[config.mk]
export PLATFORM = sky130hd
export DESIGN_NAME = cable_wire_map_classifier_core
export DESIGN_NICKNAME = d
export VERILOG_FILES = /design/src/rtl/core/cwmc_pkg.sv /design/src/rtl/core/cwmc_lane.sv /design/src/rtl/core/cwmc_merge.sv /design/src/rtl/core/cable_wire_map_classifier_core.sv
export SDC_FILE = /design/constraint.sdc
export NUM_CORES = 1
export LEC_CHECK = 0
export ABC_AREA = 0
export BUFFER_PORTS_ARGS = -buffer_cell sky130_fd_sc_hd__buf_2
export CORE_UTILIZATION = 55
export DETAILED_ROUTE_END_ITERATION = 6
export PLACE_DENSITY = 0.77
export SKIP_CTS_REPAIR_TIMING = 1
export SLEW_MARGIN = 20
export SYNTH_ARGS = -nofsm -noshare
export SYNTH_HDL_FRONTEND = slang
export SYNTH_SLANG_ARGS = --single-unit
[constraint.sdc]
create_clock -name clk -period 3 [get_ports clk]
set_input_delay 0.15 -clock clk [delete_from_list [all_inputs] [get_ports clk]]
set_output_delay 0.15 -clock clk [all_outputs]
set_load 0.1 [all_outputs]
[src/rtl/core/cwmc_pkg.sv]
// Types, constants and helper functions of the cable wire map classifier
package cwmc_pkg;

  localparam int LANES   = 8;
  localparam int CNT_W   = 8;
  localparam int CODE_W  = 4;
  localparam int PIN_W   = 3;
  localparam int TYPE_W  = 2;
  localparam int OUT_W   = 40;
  localparam int DIVISOR = 31;
  localparam int HALF    = DIVISOR / 2;

  // Input beat kinds (in_tuser)
  localparam logic KIND_SAMPLE = 1'b0;
  localparam logic KIND_EVAL   = 1'b1;

  // Cable type codes
  localparam logic [TYPE_W-1:0] TYPE_UNKNOWN   = 2'd0;
  localparam logic [TYPE_W-1:0] TYPE_STRAIGHT  = 2'd1;
  localparam logic [TYPE_W-1:0] TYPE_CROSS     = 2'd2;
  localparam logic [TYPE_W-1:0] TYPE_CROSS100  = 2'd3;

  typedef logic [CNT_W-1:0]  cnt_t;
  typedef logic [CODE_W-1:0] code_t;
  typedef logic [PIN_W-1:0]  pin_t;
  typedef code_t [LANES-1:0] map_t;
  typedef pin_t  [LANES-1:0] perm_t;

  // Unconnected wire
  localparam code_t NO_SOURCE = 4'd8;

  // Fixed permutations, element 0 in the low bits
  localparam perm_t FIRST_MAP  = {3'd0, 3'd7, 3'd6, 3'd1, 3'd2, 3'd3, 3'd5, 3'd4};
  localparam perm_t SECOND_MAP = {3'd1, 3'd2, 3'd7, 3'd6, 3'd5, 3'd4, 3'd3, 3'd0};

  // Reference wire maps, position 0 in the low bits
  localparam map_t PAT_STRAIGHT = {4'd7, 4'd6, 4'd5, 4'd4, 4'd3, 4'd2, 4'd1, 4'd0};
  localparam map_t PAT_CROSS    = {4'd4, 4'd3, 4'd1, 4'd7, 4'd6, 4'd0, 4'd5, 4'd2};
  localparam map_t PAT_CROSS100 = {4'd7, 4'd6, 4'd1, 4'd4, 4'd3, 4'd0, 4'd5, 4'd2};

  // Lane control for one accepted beat
  typedef struct packed {
    logic sample;
    logic evaluate;
  } lane_ctl_t;

  // (cnt - 15) / 31 truncated toward zero, done as a threshold count
  function automatic pin_t src_index(input cnt_t cnt);
    pin_t idx;
    idx = '0;
    for (int k = 1; k < LANES; k++) begin
      if (cnt >= CNT_W'(HALF + DIVISOR * k)) begin
        idx = PIN_W'(k);
      end
    end
    return idx;
  endfunction

endpackage

[src/rtl/core/cwmc_lane.sv]
// One wire lane: toggle counter and source pin decode
module cwmc_lane
  import cwmc_pkg::*;
(
  input  logic      clk,
  input  logic      rst_n,
  input  lane_ctl_t ctl,
  input  logic      toggle,
  output code_t     src_code
);

  cnt_t count_r;
  cnt_t count_nxt;
  pin_t idx;

  // Count toggles, clear after an evaluate beat
  always_comb begin
    count_nxt = count_r;
    if (ctl.evaluate) begin
      count_nxt = '0;
    end else if (ctl.sample && toggle) begin
      count_nxt = count_r + CNT_W'(1);
    end
  end

  always_ff @(posedge clk) begin
    if (!rst_n) begin
      count_r <= '0;
    end else begin
      count_r <= count_nxt;
    end
  end

  // Decode the count into a remapped source pin
  assign idx = src_index(count_r);
  assign src_code = (count_r == '0) ? NO_SOURCE
                                    : {1'b0, SECOND_MAP[FIRST_MAP[idx]]};

endmodule

[src/rtl/core/cwmc_merge.sv]
// Merge stage: place lane codes by wire position, classify, hold the result
module cwmc_merge
  import cwmc_pkg::*;
(
  input  logic              clk,
  input  logic              rst_n,
  input  logic              load,
  input  map_t              lane_codes,
  input  logic              out_ready,
  output logic              out_valid,
  output map_t              out_map,
  output logic [TYPE_W-1:0] out_type
);

  map_t              map;
  logic [TYPE_W-1:0] cable_type;
  logic              valid_r;
  logic              valid_nxt;
  map_t              map_r;
  logic [TYPE_W-1:0] type_r;

  // Scatter each lane to its wire position
  always_comb begin
    map = '0;
    for (int w = 0; w < LANES; w++) begin
      map[SECOND_MAP[w]] = lane_codes[w];
    end
  end

  // Match against the known cable patterns
  always_comb begin
    priority if (map == PAT_STRAIGHT) begin
      cable_type = TYPE_STRAIGHT;
    end else if (map == PAT_CROSS) begin
      cable_type = TYPE_CROSS;
    end else if (map == PAT_CROSS100) begin
      cable_type = TYPE_CROSS100;
    end else begin
      cable_type = TYPE_UNKNOWN;
    end
  end

  // Hold the result until the downstream takes it
  always_comb begin
    valid_nxt = valid_r;
    if (load) begin
      valid_nxt = 1'b1;
    end else if (out_ready) begin
      valid_nxt = 1'b0;
    end
  end

  always_ff @(posedge clk) begin
    if (!rst_n) begin
      valid_r <= 1'b0;
    end else begin
      valid_r <= valid_nxt;
    end
  end

  always_ff @(posedge clk) begin
    if (load) begin
      map_r  <= map;
      type_r <= cable_type;
    end
  end

  assign out_valid = valid_r;
  assign out_map   = map_r;
  assign out_type  = type_r;

endmodule

[src/rtl/core/cable_wire_map_classifier_core.sv]
// Cable wire map classifier: counts wire toggles and reports the wire map on evaluate
// A sample beat updates the toggle counts; an evaluate beat puts its result on out_ in
// the cycle after acceptance. One beat per cycle is taken while the output register is
// free or being drained; in_tready drops only while a result waits on out_tready.
// Reset clears the stored levels, all eight toggle counts and the output valid flag.
module cable_wire_map_classifier_core
  import cwmc_pkg::*;
(
  input  logic             clk,
  input  logic             rst_n,
  input  logic             in_tvalid,
  output logic             in_tready,
  input  logic [7:0]       in_tdata,   // [7:0] pin_levels
  input  logic             in_tuser,   // [0] kind
  output logic             out_tvalid,
  input  logic             out_tready,
  output logic [OUT_W-1:0] out_tdata   // [3:0] wire0_source .. [31:28] wire7_source,
                                       // [33:32] cable_type, [39:34] zero
);

  logic              in_fire;
  logic [LANES-1:0]  last_levels_r;
  logic [LANES-1:0]  last_levels_nxt;
  logic [LANES-1:0]  diff;
  lane_ctl_t         ctl;
  map_t              lane_codes;
  map_t              out_map;
  logic [TYPE_W-1:0] out_type;

  // Accept whenever the output slot is free or draining
  assign in_tready = !out_tvalid || out_tready;
  assign in_fire   = in_tvalid && in_tready;

  assign ctl = '{sample:   in_fire && (in_tuser == KIND_SAMPLE),
                 evaluate: in_fire && (in_tuser == KIND_EVAL)};

  // Track the last sampled levels
  assign diff            = last_levels_r ^ in_tdata;
  assign last_levels_nxt = ctl.sample ? in_tdata : last_levels_r;

  always_ff @(posedge clk) begin
    if (!rst_n) begin
      last_levels_r <= '0;
    end else begin
      last_levels_r <= last_levels_nxt;
    end
  end

  // One lane per wire
  for (genvar w = 0; w < LANES; w++) begin : g_lane
    cwmc_lane u_lane (
      .clk      (clk),
      .rst_n    (rst_n),
      .ctl      (ctl),
      .toggle   (diff[w]),
      .src_code (lane_codes[w])
    );
  end

  cwmc_merge u_merge (
    .clk        (clk),
    .rst_n      (rst_n),
    .load       (ctl.evaluate),
    .lane_codes (lane_codes),
    .out_ready  (out_tready),
    .out_valid  (out_tvalid),
    .out_map    (out_map),
    .out_type   (out_type)
  );

  assign out_tdata = {(OUT_W - LANES * CODE_W - TYPE_W)'(0), out_type, out_map};

endmodule

==> results.cfg <==
[power]
peakVddDrop_mv = 0.384
p_sw_w = 0.000868
internal_power_w = 0.00228
p_leak_nw = 2.64
pwr-share-comb = 0.122
finalPower_w = 0.00315
power.density_mw_per_mm2 = 432
swShare = 0.276
pwr-share-clk = 0.387
p_seq_frac = 0.491

[clock_tree]
cts_inserted_buffers = 9
clock_latency_ns = 0.36
ctsHtreeMaxLevel = 3
numClockSinks = 107
root_buffer = clkbuf_16
clk_pin_slew_worst_paths_ns = 0.07
cts_tree = built
cts.path.max_buffers = 2

[worst_setup_path]
critical_path_class = reg2reg
reg2reg_slack_ns = 0.1
critPathLaunchType = flop
slowest_stage = dfxtp_2
worstPathBufferInverterCount = 1
rr_startpoint = g_lane[6].u_lane.count_r[1]
critPathLaunch = g_lane[6].u_lane.count_r[1]
critical-path-top-delay-family = compound AO/OA/AOI/OAI gates
cpPeakStageDelay_ns = 0.35
path_depth = 14
end_kind = flop
arrival_ns = 3.10
crit_end = u_merge.out_type[0]
ff2ff_path_depth = 14
required_ns = 3.20
crit_top_cell = a21oi_1
r2r-end = u_merge.out_type[0]
crit_path_cell_trace = inv_4 > ha_4 > nand2b_4 > a311oi_2 > o21ai_1 > a21oi_1 > a21oi_1 > o22a_1 > ha_1 > nor2_1 > mux2i_4 > nor4b_4 > nand4_1 > a211oi_1
crit_fanout = 3

[detailed_routing]
routed_via_density = 5.82
num_vias = 5209
dr.pass1.iters = 7
routed_wl_mm = 14.0
maxUsedRoutingLayer = met4
wl_met1_mm = 6.09
wl_met3_um = 557
antenna_left = 0
met2_length_mm = 6.92
dr.first_iter.drc_count = 359
drc = 4
wl_per_cell_um = 15.6

[synthesis]
synth_fa_ha_area_frac = 0.0793
dominantRegCellSynth = dfxtp_1
async_reset_ff_frac = 0
synth_xor_area_frac = 0.0810
syn_area_mm2 = 0.00660
synth_area_per_cell_um2 = 9.08
synth-seq-cells = 107
synth_most_common_cell = nor2_1
ys_top_cells_by_area = dfxtp_1 22%, edfxtp_1 15%, ha_1 7.8%, nor2_1 5.4%, xnor2_1 4.2%
synth_edf_count = 34
syn_inst = 726
synthDominantCellAreaShare = 0.222
seq_area_frac_synth = 0.376
synth-simple-area-share = 0.220
yosysTopAreaCell = dfxtp_1
synth_compound_area_frac = 0.147
yosys-top-cells-count = 95 x nor2_1, 73 x dfxtp_1, 41 x ha_1, 41 x inv_1, 34 x edfxtp_1
synth_top_family_by_area = simple AND/OR/NAND/NOR gates
ys_warn_count = 0
ys_types = 86
synthMuxAreaShare = 0.0290

[place]
placedCellCount = 876
placed_cell_area_mm2 = 0.00682
dp_hpwl_mm = 9.77
gp_congestion = 0.877
port-buffer-count = 48

[sta]
final-setup-viol-count = 0
slew_viol_final = 0
fin_crit_sh = 0.967
fmax_mhz = 345
hold_slack_ns = 0.0719
tightest_slew_ns = 1.11
period_minus_slack_ns = 2.90
skew_ns = 0.00444
hold_viol_final = 0
slew-limit-headroom = 0.261

[finish]
utilization = 0.630
final_cells = 895
drive_gt1_frac = 0.173
area_growth_pct = 10.5
antenna_cells = 0
postLayoutCellArea_mm2 = 0.00728
nFillCells = 954
finalNetCount = 801

[job]
drv_cap = 0

[die]
num_rows = 39
die_h_um = 112
io_pins = 55
die_area_mm2 = 0.0124
initial_utilization = 0.570
die_w_um = 112
core_area_mm2 = 0.0116

[min_path]
hold_path_depth = 3
holdCritPathClass = in2reg

[global_routing]
first_global_vias = 4810
globalRouteTotalUtil = 0.229
grt_max_degree = 57
antenna_found_initial = 0
grt_pass1_wl_mm = 22.8
overflow = 0

[run_status]
status = complete, but fails checks
violations = DRC
## through the flow
stage / TNS (ns) / worst slack (ns)
4_1_cts: 0 / 0.0369
3_5_place_dp: 0 / 0.0629
6_report: 0 / 0.0995
5_1_grt: -0.0208 / -0.0208
2_1_floorplan: 0 / 0.199
3_3_place_gp: 0 / 0.201
## power by group through the flow
stage	clock (W)	sequential, W	combinational [W]
floorplan	0	0.00172	0.000173
global placement	0	0.00158	0.000369
detailed placement	0	0.00158	0.000374
CTS	0.00124	0.00155	0.000376
global route	0.00130	0.00155	0.000408
finish	0.00122	0.00154	0.000385
## flip-flops by register name, summed over array words and instances, names as in the netlist
name	cells
u_merge.out_valid	1
u_merge.out_map	32
u_merge.out_type	2
g_lane.u_lane.count_r	64
last_levels_r	8
## worst min-delay path, stage by stage
cell and delay, ns:
buf_2 0.09, mux2i_1 0.06, nor2b_1 0.09
## logic make-up (layout without fill, tap and decap cells)
kind of cell    count (synthesis)  in the layout
compound gates                136            136
xor+xnor                       61             61
fa+ha+maj                      42             42
buf+inv                        97            118
flops                         107            107
mux                            19             19
other cells                     1              6
simple gates                  263            263
## per-layer routing
| metal | up-vias | GRT usage |
|---|---|---|
| li1 | 2587 | - |
| met1 | 2457 | 0.275 |
| met2 | 133 | 0.393 |
| met4 | 0 | 0.0973 |
| met3 | 32 | 0.0550 |
| met5 | - | 0 |
## cell type report
cell class / count / area (um2) / share of cell area
clock buffer: 11 / 275 / 0.0378
timing repair buffer: 59 / 323 / 0.0443
multi-input combinational: 527 / 3810 / 0.523
clock inverter: 5 / 36.3 / 0.00498
tap: 143 / 179 / 0.0246
inverter: 43 / 164 / 0.0225
sequential: 107 / 2500 / 0.343
## worst min-delay path by stage
stage,slack [ns],startpoint,endpoint
2_1_floorplan,0.32,in_tdata[0],last_levels_r[0]
3_3_place_gp,0.43,in_tdata[5],last_levels_r[5]
3_5_place_dp,0.45,in_tdata[5],last_levels_r[5]
4_1_cts,0.07,in_tdata[5],last_levels_r[5]
5_1_grt,0.08,in_tdata[7],last_levels_r[7]
6_report,0.07,in_tdata[5],last_levels_r[5]
## layout by cell type (no fill, tap or decap), types with 10 or more instances in the layout
master / netlist / layout
dfxtp_1: 73 / 67
ha_1: 41 / 35
buf_4: 9 / 11
xnor2_1: 32 / 32
o21ai_0: 33 / 28
clkbuf_16: 0 / 11
nor3_1: 10 / 10
a21oi_1: 22 / 21
nand2_1: 31 / 30
inv_1: 41 / 37
xor2_1: 29 / 29
nor2b_1: 16 / 16
edfxtp_1: 34 / 34
buf_2: 19 / 48
nand3_1: 16 / 16
nand4_1: 23 / 23
mux2i_1: 18 / 16
nor2_1: 95 / 93
No activity file was read; power rests on OpenSTA's default activity.
